`src/design/stereo_gain_fade_channel_mixer_core_macros.svh`:
```
// ---------------------------------------------------------------------------
// Assertion macros for the stereo gain/fade mixer
// Wraps concurrent checks so that synthesis sees an empty body.
// ---------------------------------------------------------------------------
`ifndef STEREO_GAIN_FADE_CHANNEL_MIXER_CORE_MACROS_SVH
`define STEREO_GAIN_FADE_CHANNEL_MIXER_CORE_MACROS_SVH

`ifndef SYNTHESIS
// same-cycle implication
`define SGFM_ASSERT(label, clk, rst, pre, post) \
  label: assert property (@(posedge clk) disable iff (rst) (pre) |-> (post)) \
    else $error("mixer check failed");
// next-cycle implication
`define SGFM_ASSERT_NEXT(label, clk, rst, pre, post) \
  label: assert property (@(posedge clk) disable iff (rst) (pre) |=> (post)) \
    else $error("mixer check failed");
`else
`define SGFM_ASSERT(label, clk, rst, pre, post)
`define SGFM_ASSERT_NEXT(label, clk, rst, pre, post)
`endif

`endif

```
`src/design/sgfm_pkg.sv`:
```
// ---------------------------------------------------------------------------
// sgfm_pkg
// Types, codes and constants shared by the stereo gain/fade mixer.
// ---------------------------------------------------------------------------
package sgfm_pkg;

  localparam int SAMPLE_W    = 16;
  localparam int TIME_W      = 32;
  localparam int CFG_IDX_W   = 3;
  localparam int CFG_DATA_W  = 32;
  localparam int PCT_W       = 7;   // 0..100
  localparam int SCALE_W     = 14;  // gain * fade, up to 10000
  localparam int PROD_W      = 29;  // |sample| * scale < 2^29
  localparam int RECIP_W     = 30;
  localparam int FULL_W      = PROD_W + RECIP_W;
  localparam int RECIP_SHIFT = 43;  // exact /10000 for 29-bit dividends

  localparam logic [RECIP_W-1:0] RECIP_10K = 30'd879609303;

  // fade = elapsed * 100 / 180 = (elapsed * 5 * 7282) >> 16 for elapsed < 180
  localparam int FADE_MS        = 180;
  localparam int FADE_PROD_W    = 24;
  localparam int FADE_SHIFT     = 16;
  localparam logic [15:0] FADE_RECIP = 16'd36410;

  localparam logic [PCT_W-1:0] PCT_FULL = 7'd100;
  localparam logic [PCT_W-1:0] PCT_85   = 7'd85;
  localparam logic [PCT_W-1:0] PCT_70   = 7'd70;

  typedef enum logic [CFG_IDX_W-1:0] {
    REG_OUTPUT_ENABLED = 3'd0,
    REG_CHANNEL_MODE   = 3'd1,
    REG_GAIN_PRESET    = 3'd2,
    REG_STARTUP_FADE   = 3'd3,
    REG_FADE_START_MS  = 3'd4
  } cfg_reg_t;

  typedef enum logic [1:0] {
    MODE_NORMAL = 2'd0,
    MODE_SWAP   = 2'd1,
    MODE_MONO   = 2'd2
  } chan_mode_t;

  typedef enum logic [1:0] {
    GAIN_FULL = 2'd0,
    GAIN_85   = 2'd1,
    GAIN_70   = 2'd2
  } gain_code_t;

  // per-stage load strobes handed to the sample lanes
  typedef struct packed {
    logic ld2;
    logic ld3;
    logic ld4;
    logic ld5;
    logic ld6;
  } adv_t;

  function automatic logic [PCT_W-1:0] gain_pct(input logic [1:0] preset);
    logic [PCT_W-1:0] pct;
    case (preset)
      GAIN_FULL: pct = PCT_FULL;
      GAIN_85:   pct = PCT_85;
      default:   pct = PCT_70;   // unused code behaves like 70 percent
    endcase
    return pct;
  endfunction

endpackage

```
`src/design/sgfm_frame_if.sv`:
```
// ---------------------------------------------------------------------------
// sgfm_frame_if
// Input frame channel: stereo samples, buffer time stamp, end-of-buffer flag.
// ---------------------------------------------------------------------------
interface sgfm_frame_if;
  logic                valid;
  logic                ready;
  logic signed [15:0]  left_in;
  logic signed [15:0]  right_in;
  logic        [31:0]  now_ms;
  logic                buffer_end;

  modport source (output valid, output left_in, output right_in, output now_ms,
                  output buffer_end, input ready);
  modport sink   (input valid, input left_in, input right_in, input now_ms,
                  input buffer_end, output ready);
endinterface

```
`src/design/sgfm_result_if.sv`:
```
// ---------------------------------------------------------------------------
// sgfm_result_if
// Result channel: processed stereo samples and end-of-buffer copy.
// ---------------------------------------------------------------------------
interface sgfm_result_if;
  logic                valid;
  logic                ready;
  logic signed [15:0]  left_out;
  logic signed [15:0]  right_out;
  logic                buffer_last;

  modport source (output valid, output left_out, output right_out,
                  output buffer_last, input ready);
  modport sink   (input valid, input left_out, input right_out,
                  input buffer_last, output ready);
endinterface

```
`src/design/sgfm_cfg_if.sv`:
```
// ---------------------------------------------------------------------------
// sgfm_cfg_if
// Register write channel: register index and write data.
// ---------------------------------------------------------------------------
interface sgfm_cfg_if;
  logic                              valid;
  logic                              ready;
  logic [sgfm_pkg::CFG_IDX_W-1:0]    index;
  logic [sgfm_pkg::CFG_DATA_W-1:0]   data;

  modport source (output valid, output index, output data, input ready);
  modport sink   (input valid, input index, input data, output ready);
endinterface

```
`src/design/sgfm_lane.sv`:
```
// ---------------------------------------------------------------------------
// sgfm_lane
// One channel's scaling path: |sample| * scale, exact divide by 10000 via
// reciprocal multiply, sign restore. Stages 2 through 6 of the pipeline.
// ---------------------------------------------------------------------------
module sgfm_lane (
  input  logic                              clk,
  input  sgfm_pkg::adv_t                    adv,
  input  logic [sgfm_pkg::SAMPLE_W-1:0]     mag_s1,
  input  logic                              neg_s1,
  input  logic [sgfm_pkg::SCALE_W-1:0]      scale_s3,
  output logic signed [sgfm_pkg::SAMPLE_W-1:0] sample_out
);
  import sgfm_pkg::*;

  logic [SAMPLE_W-1:0] mag2, mag3;
  logic                neg2, neg3, neg4, neg5;
  logic [PROD_W-1:0]   prod4;
  logic [SAMPLE_W-1:0] quo5;
  logic [FULL_W-1:0]   full_prod;

  assign full_prod = FULL_W'(prod4) * FULL_W'(RECIP_10K);

  always_ff @(posedge clk) begin
    if (adv.ld2) begin
      mag2 <= mag_s1;
      neg2 <= neg_s1;
    end
    if (adv.ld3) begin
      mag3 <= mag2;
      neg3 <= neg2;
    end
    if (adv.ld4) begin
      prod4 <= PROD_W'(mag3) * PROD_W'(scale_s3);
      neg4  <= neg3;
    end
    if (adv.ld5) begin
      // quotient never exceeds 32768, so 16 bits hold it
      quo5 <= full_prod[RECIP_SHIFT +: SAMPLE_W];
      neg5 <= neg4;
    end
    if (adv.ld6) begin
      sample_out <= neg5 ? -$signed(quo5) : $signed(quo5);
    end
  end

endmodule

```
`src/design/stereo_gain_fade_channel_mixer_core.sv`:
```
// ---------------------------------------------------------------------------
// stereo_gain_fade_channel_mixer_core
// Stereo PCM mixer: channel mode, preset gain and startup fade-in.
// An accepted frame passes through the stage registers in order to its result beat.
// Throughput: one frame per cycle while the result side is ready; stages stall individually, bubbles fill.
// Stage 5 holds the 29x30 reciprocal multiply that sets the cycle time.
// Reset clears all stage valid bits and loads register defaults.
// ---------------------------------------------------------------------------
`include "stereo_gain_fade_channel_mixer_core_macros.svh"

module stereo_gain_fade_channel_mixer_core (
  input  logic  clk,
  input  logic  rst,
  sgfm_frame_if.sink   frame,
  sgfm_result_if.source result,
  sgfm_cfg_if.sink     cfg
);
  import sgfm_pkg::*;

  localparam int NSTG = 6;

  // configuration
  logic              output_enabled;
  logic [1:0]        channel_mode;
  logic [1:0]        gain_preset;
  logic              startup_fade;
  logic [TIME_W-1:0] fade_start_ms;

  assign cfg.ready = 1'b1;

  always_ff @(posedge clk) begin
    if (rst) begin
      output_enabled <= 1'b1;
      channel_mode   <= MODE_NORMAL;
      gain_preset    <= GAIN_FULL;
      startup_fade   <= 1'b0;
      fade_start_ms  <= '0;
    end else if (cfg.valid) begin
      unique case (cfg.index)
        REG_OUTPUT_ENABLED: output_enabled <= cfg.data[0];
        REG_CHANNEL_MODE:   channel_mode   <= cfg.data[1:0];
        REG_GAIN_PRESET:    gain_preset    <= cfg.data[1:0];
        REG_STARTUP_FADE:   startup_fade   <= cfg.data[0];
        REG_FADE_START_MS:  fade_start_ms  <= cfg.data[TIME_W-1:0];
        default: ;
      endcase
    end
  end

  // stage control
  logic [NSTG:1] v;
  logic [NSTG:1] ld;
  adv_t          adv;

  always_comb begin
    ld[NSTG] = !v[NSTG] || result.ready;
    for (int k = NSTG - 1; k >= 1; k--) begin
      ld[k] = !v[k] || ld[k+1];
    end
  end

  assign frame.ready = ld[1];
  assign adv = '{ld2: ld[2], ld3: ld[3], ld4: ld[4], ld5: ld[5], ld6: ld[6]};

  always_ff @(posedge clk) begin
    if (rst) begin
      v <= '0;
    end else begin
      // disabled output: the beat is taken and dropped here
      if (ld[1]) v[1] <= frame.valid && output_enabled;
      for (int k = 2; k <= NSTG; k++) begin
        if (ld[k]) v[k] <= v[k-1];
      end
    end
  end

  // stage 1: channel routing, magnitudes, elapsed time
  logic signed [SAMPLE_W:0]   pair_sum;
  logic signed [SAMPLE_W-1:0] mono;
  logic signed [SAMPLE_W-1:0] sel_l, sel_r;
  logic [TIME_W-1:0]          elapsed;
  logic                       in_win;

  assign pair_sum = {frame.left_in[SAMPLE_W-1], frame.left_in} +
                    {frame.right_in[SAMPLE_W-1], frame.right_in};
  // round toward zero: bump every negative sum by one before the shift
  assign mono = SAMPLE_W'((pair_sum + (SAMPLE_W+1)'(pair_sum[SAMPLE_W])) >>> 1);

  always_comb begin
    case (channel_mode)
      MODE_SWAP: begin
        sel_l = frame.right_in;
        sel_r = frame.left_in;
      end
      MODE_MONO: begin
        sel_l = mono;
        sel_r = mono;
      end
      default: begin
        sel_l = frame.left_in;
        sel_r = frame.right_in;
      end
    endcase
  end

  assign elapsed = frame.now_ms - fade_start_ms;
  assign in_win  = startup_fade && (elapsed < TIME_W'(FADE_MS));

  logic [SAMPLE_W-1:0] mag_l1, mag_r1;
  logic                neg_l1, neg_r1;
  logic [7:0]          elap1;
  logic                win1;
  logic [PCT_W-1:0]    gain1, gain2;
  logic [PCT_W-1:0]    fade2;
  logic [SCALE_W-1:0]  scale3;
  logic [NSTG:1]       last;
  logic [FADE_PROD_W-1:0] fade_prod;

  assign fade_prod = FADE_PROD_W'(elap1) * FADE_PROD_W'(FADE_RECIP);

  always_ff @(posedge clk) begin
    if (ld[1]) begin
      neg_l1  <= sel_l[SAMPLE_W-1];
      neg_r1  <= sel_r[SAMPLE_W-1];
      mag_l1  <= sel_l[SAMPLE_W-1] ? SAMPLE_W'(-sel_l) : SAMPLE_W'(sel_l);
      mag_r1  <= sel_r[SAMPLE_W-1] ? SAMPLE_W'(-sel_r) : SAMPLE_W'(sel_r);
      elap1   <= elapsed[7:0];
      win1    <= in_win;
      gain1   <= gain_pct(gain_preset);
      last[1] <= frame.buffer_end;
    end
    if (ld[2]) begin
      fade2   <= win1 ? fade_prod[FADE_SHIFT +: PCT_W] : PCT_FULL;
      gain2   <= gain1;
      last[2] <= last[1];
    end
    if (ld[3]) begin
      scale3  <= SCALE_W'(gain2) * SCALE_W'(fade2);
      last[3] <= last[2];
    end
    for (int k = 4; k <= NSTG; k++) begin
      if (ld[k]) last[k] <= last[k-1];
    end
  end

  sgfm_lane u_lane_l (
    .clk        (clk),
    .adv        (adv),
    .mag_s1     (mag_l1),
    .neg_s1     (neg_l1),
    .scale_s3   (scale3),
    .sample_out (result.left_out)
  );

  sgfm_lane u_lane_r (
    .clk        (clk),
    .adv        (adv),
    .mag_s1     (mag_r1),
    .neg_s1     (neg_r1),
    .scale_s3   (scale3),
    .sample_out (result.right_out)
  );

  assign result.valid       = v[NSTG];
  assign result.buffer_last = last[NSTG];

  `SGFM_ASSERT(a_full_stall, clk, rst, (&v) && !result.ready, !frame.ready)
  `SGFM_ASSERT(a_empty_entry, clk, rst, !v[1], frame.ready)
  `SGFM_ASSERT_NEXT(a_drop_disabled, clk, rst, frame.valid && frame.ready && !output_enabled, !v[1])
  `SGFM_ASSERT_NEXT(a_feed_out, clk, rst, v[NSTG-1] && ld[NSTG], v[NSTG])

endmodule

```
`src/flat_wrapper.sv`:
```
// flat-port wrapper written by rule: the top's interface ports become plain ports
module stereo_gain_fade_channel_mixer_core_flat import sgfm_pkg::*;
  (clk, rst, frame_valid, frame_left_in, frame_right_in, frame_now_ms, frame_buffer_end, frame_ready, result_valid, result_left_out, result_right_out, result_buffer_last, result_ready, cfg_valid, cfg_index, cfg_data, cfg_ready);
  sgfm_frame_if frame_i ();
  sgfm_result_if result_i ();
  sgfm_cfg_if cfg_i ();
  input  logic clk;
  input  logic rst;
  input wire logic [$bits(frame_i.valid)-1:0] frame_valid;
  input wire logic [$bits(frame_i.left_in)-1:0] frame_left_in;
  input wire logic [$bits(frame_i.right_in)-1:0] frame_right_in;
  input wire logic [$bits(frame_i.now_ms)-1:0] frame_now_ms;
  input wire logic [$bits(frame_i.buffer_end)-1:0] frame_buffer_end;
  output wire logic [$bits(frame_i.ready)-1:0] frame_ready;
  output wire logic [$bits(result_i.valid)-1:0] result_valid;
  output wire logic [$bits(result_i.left_out)-1:0] result_left_out;
  output wire logic [$bits(result_i.right_out)-1:0] result_right_out;
  output wire logic [$bits(result_i.buffer_last)-1:0] result_buffer_last;
  input wire logic [$bits(result_i.ready)-1:0] result_ready;
  input wire logic [$bits(cfg_i.valid)-1:0] cfg_valid;
  input wire logic [$bits(cfg_i.index)-1:0] cfg_index;
  input wire logic [$bits(cfg_i.data)-1:0] cfg_data;
  output wire logic [$bits(cfg_i.ready)-1:0] cfg_ready;
  assign frame_i.valid = frame_valid;
  assign frame_i.left_in = frame_left_in;
  assign frame_i.right_in = frame_right_in;
  assign frame_i.now_ms = frame_now_ms;
  assign frame_i.buffer_end = frame_buffer_end;
  assign frame_ready = frame_i.ready;
  assign result_valid = result_i.valid;
  assign result_left_out = result_i.left_out;
  assign result_right_out = result_i.right_out;
  assign result_buffer_last = result_i.buffer_last;
  assign result_i.ready = result_ready;
  assign cfg_i.valid = cfg_valid;
  assign cfg_i.index = cfg_index;
  assign cfg_i.data = cfg_data;
  assign cfg_ready = cfg_i.ready;
  stereo_gain_fade_channel_mixer_core u_core (.clk(clk), .rst(rst), .frame(frame_i), .result(result_i), .cfg(cfg_i));
endmodule
```
`config.mk`:
```
export PLATFORM = sky130hd
export DESIGN_NAME = stereo_gain_fade_channel_mixer_core_flat
export DESIGN_NICKNAME = d
export VERILOG_FILES = /design/src/design/sgfm_pkg.sv /design/src/design/sgfm_frame_if.sv /design/src/design/sgfm_result_if.sv /design/src/design/sgfm_cfg_if.sv /design/src/design/sgfm_lane.sv /design/src/design/stereo_gain_fade_channel_mixer_core.sv /design/src/flat_wrapper.sv
export VERILOG_INCLUDE_DIRS = /design/src /design/src/design
export SDC_FILE = /design/constraint.sdc
export NUM_CORES = 2
export LEC_CHECK = 0
export BUFFER_PORTS_ARGS = -buffer_cell sky130_fd_sc_hd__buf_2
export CORE_MARGIN = 2
export CORE_UTILIZATION = 60
export DETAILED_ROUTE_END_ITERATION = 8
export HOLD_SLACK_MARGIN = 0.15
export PLACE_DENSITY_LB_ADDON = 0.12
export SYNTH_ARGS = -nofsm -noshare
export SYNTH_HDL_FRONTEND = slang
export SYNTH_SLANG_ARGS = --single-unit
```
`constraint.sdc`:
```
create_clock -name clk -period 6.9 [get_ports clk]
set_input_delay 0.345 -clock clk [delete_from_list [all_inputs] [get_ports clk]]
set_output_delay 0.345 -clock clk [all_outputs]
set_load 0.02 [all_outputs]
```
==> flow_summary.yaml <==
global_route:
  grtUsageTotal_pct: 30.91
  grt_pass1_wl_um: 252400
  grt_max_degree: 62
  grt_antenna_before_repair: 3
  grt_pass1_vias: 46500
  overflow: 0
detailed_routing:
  drt_pass1_iterations: 6
  viasPerCell: 5.330
  routed_wl_um: 159400
  vias: 43410
  ant_nets: 0
  avgRoutedWirePerCell_um: 19.57
  drc: 0
  drt_iter0_drc: 2577
worst_hold_path:
  hp-start: "frame_now_ms[0]"
  min_path_type: "in2reg"
  min_path_cells: 4
  min_to: "u_core.elap1[0]$_DFFE_PP_"
timing:
  timing_hold_violations_final: 0
  setup_ws_ns: -0.2716
  tightest_slew_ns: 1.087
  drv_slew: 0
  period_share_pct: 103.9
  hold_slack_ns: 0.1959
  fmax_mhz: 139.4
  rsz0062_at_grt: "true"
  skew_ns: 0.03704
  min_period_ns: 7.172
  slew_headroom_pct: 27.29
  finalSetupViolCount: 17
  tns_ns: -1.905
clocking:
  insertion_delay_ns: 0.62
  cts_max_level: 2
  clock_sinks: 314
  cts.path.max_buffers: 3
  clkSlewWorstSetupHoldPaths_ns: 0.06
  cts_buffers: 40
  cts_root_buf: "clkbuf_16"
  cts_tree: "yes"
floorplanning:
  core.rowCount: 117
  io_pins: 141
  start_util_pct: 60.51
  die_y_um: 324.3
  die_w_um: 324.3
  die_area_um2: 105200
  core_region_area_um2: 101700
final_layout:
  layout-drive-gt1-share_pct: 14.96
  n_antenna_cell: 0
  final_nets: 8982
  final_cell_mix: "inv_1, fa_1, ha_1"
  fillers: 7941
  syn2layout_area_growth_pct: 15.19
  final_common_cell: "inv_1"
  post-route-util_pct: 69.70
outcome:
  violations: "setup timing"
  status: "complete, but fails checks"
placed_design:
  dp_hpwl_um: 139300
  place_congestion: 1.030
  port_buffers: 139
setup_path:
  reg2regPathDepth: 22
  path_class: "reg2reg"
  critPathMaxStageDelay_ns: 0.59
  r2r-end: "u_core.u_lane_r.quo5[15]$_DFFE_PP_"
  crit_path_top_delay_cell: "fa_1"
  worstPathMaxFanout: 3
  crit_path_end_kind: "flip-flop"
  crit_required_ns: 7.24
  critPathLaunch: "u_core.u_lane_r.prod4[26]$_DFFE_PP_"
  reg2reg_from: "u_core.u_lane_r.prod4[26]$_DFFE_PP_"
  arrival_ns: 7.51
  cpMostUsedCell: "fa_1"
  startpoint_type: "flip-flop"
  rrSetupSlack_ns: -0.27
  path_cells: "fa_1 > inv_2 > fa_1 > inv_2 > fa_1 > fa_1 > fa_1 > fa_1 > fa_1 > fa_1 > ha_4 > and3_4 > a221oi_4 > o21a_1 > o21ai_2 > nor4_2 > a21oi_2 > o211a_4 > a2111oi_4 > o31ai_4 > a21oi_2 > xnor2_1"
synth:
  synth_seq_cells: 314
  ys_types: 85
  synth_area_um2: 61560
  ys_warn_count: 0
  ys_seq_area_share_pct: 14.60
  synth_edf_count: 270
  synth_flop_cell: "edfxtp_1"
  synthCells: 6028
  async_reset_ff_share_pct: 0
  synth_fp_nets: 8263
  synth_area_per_cell_um2: 10.21
run:
  cap_violations: 0
[sequential cells by signal, indices dropped and copies added (netlist names), 6 cells and up]
register,flops
u_core.elap1,8
u_core.fade2,7
u_core.fade_start_ms,32
u_core.last,6
u_core.mag_l1,16
u_core.mag_r1,16
u_core.scale3,14
u_core.u_lane_l.mag2,16
u_core.u_lane_l.mag3,16
u_core.u_lane_l.prod4,29
u_core.u_lane_l.quo5,16
u_core.u_lane_l.sample_out,16
u_core.u_lane_r.mag2,16
u_core.u_lane_r.mag3,16
u_core.u_lane_r.prod4,29
u_core.u_lane_r.quo5,16
u_core.u_lane_r.sample_out,16
u_core.v,6
[worst max-delay path by stage]
stage	to	slack [ns]	depth (start not counted)
6_report	u_core.u_lane_r.quo5[15]$_DFFE_PP_	-0.27	22
5_1_grt	u_core.u_lane_r.quo5[15]$_DFFE_PP_	-0.49	23
4_1_cts	u_core.u_lane_r.quo5[15]$_DFFE_PP_	-0.21	22
3_5_place_dp	u_core.u_lane_r.quo5[15]$_DFFE_PP_	-0.46	22
3_3_place_gp	u_core.u_lane_r.quo5[15]$_DFFE_PP_	-0.39	24
2_1_floorplan	u_core.u_lane_r.quo5[15]$_DFFE_PP_	0.002	24
[kinds of logic (layout without fill, tap and decap cells)]
family	after synthesis	in the layout	share of synthesized area, %
AOI/OAI and AO/OA	621	621	6.752
xor gates and xnor gates	198	198	2.817
adders and majority gates	2130	2130	57.02
buffers and inverters	1717	2466	10.49
DFF	314	314	14.60
muxes	7	7	0.1159
other	1	1	0.006092
and+or+nand+nor	1040	1040	8.195
[timing repair]
action                                  4_1_cts  5_1_grt
buffers inserted                             22       41
gates resized for setup                      71      125
pin swaps                                    50      107
endpoints found under the setup margin       24       32
hold buffers                                 39        0
endpoints found under the hold margin        42        0
[cells in the mapped netlist (all sizes together) (13+ instances only)]
| master | count | share of area [%] |
|---|---|---|
| a21o | 90 | 1.1 |
| a31oi | 15 | 0.15 |
| xor2 | 58 | 0.83 |
| nor2b | 34 | 0.35 |
| ha | 1004 | 20 |
| a211oi | 17 | 0.22 |
| nor4 | 13 | 0.13 |
| or2 | 16 | 0.16 |
| and2 | 194 | 2.0 |
| o21ai | 118 | 0.96 |
| or3 | 14 | 0.14 |
| nor3 | 46 | 0.39 |
| fa | 1126 | 37 |
| o31ai | 19 | 0.23 |
| nand2b | 19 | 0.19 |
| clkbuf | 111 | 0.68 |
| edfxtp | 270 | 13 |
| xnor2 | 140 | 2.0 |
| inv | 1600 | 9.8 |
| nand4 | 27 | 0.27 |
| o21a | 37 | 0.45 |
| nor2 | 102 | 0.62 |
| a22oi | 17 | 0.21 |
| dfxtp | 44 | 1.4 |
| and3 | 22 | 0.22 |
| nand2 | 467 | 2.8 |
| nand3 | 48 | 0.39 |
| a21oi | 161 | 1.3 |
| o21bai | 14 | 0.17 |
[critical path, delay by kind of cell, from the launching register on]
kind	cells	cell delay [ns]
buf+inv	2	0.10
simple gates	2	0.35
compound gates	8	1.60
flops	1	0.42
fa+ha+maj	9	4.36
xor+xnor	1	0.09
[routing by layer]
layer | up-vias | share of wire, % | global-route usage (%) | routed length (um)
li1 | 20330 | - | - | -
met1 | 21630 | 42 | 41.14 | 67720
met2 | 1192 | 48 | 52.75 | 77170
met3 | 255 | 5.6 | 4.043 | 8975
met4 | 2 | 3.5 | 9.646 | 5558
met5 | - | 0.0082 | 0 | 13
[metrics by stage]
step / setup slack, ns / std cells / cell area (um2)
finish: -0.2716 / 8145 / 70910
global route: -0.4891 / 8145 / 70910
CTS: -0.2076 / 8111 / 70130
detailed placement: -0.4573 / 7979 / 67890
global placement: -0.3902 / 7979 / 67890
floorplan: 0.002107 / 6028 / 61600
[final cells by class]
type                    instances  area (um2)  area share, %
clock inverters                31       359.1         0.5064
repair buffers                794        5898          8.318
multi-input cells            3997       46940          66.20
clock buffers                  41        1005          1.417
inverters                    1600        6008          8.473
well taps                    1368        1712          2.414
flip-flops and latches        314        8989          12.68
Power is left out: the tool's default activity adds up to more than one toggle a clock period on the data nets, which glitch-free logic cannot reach.
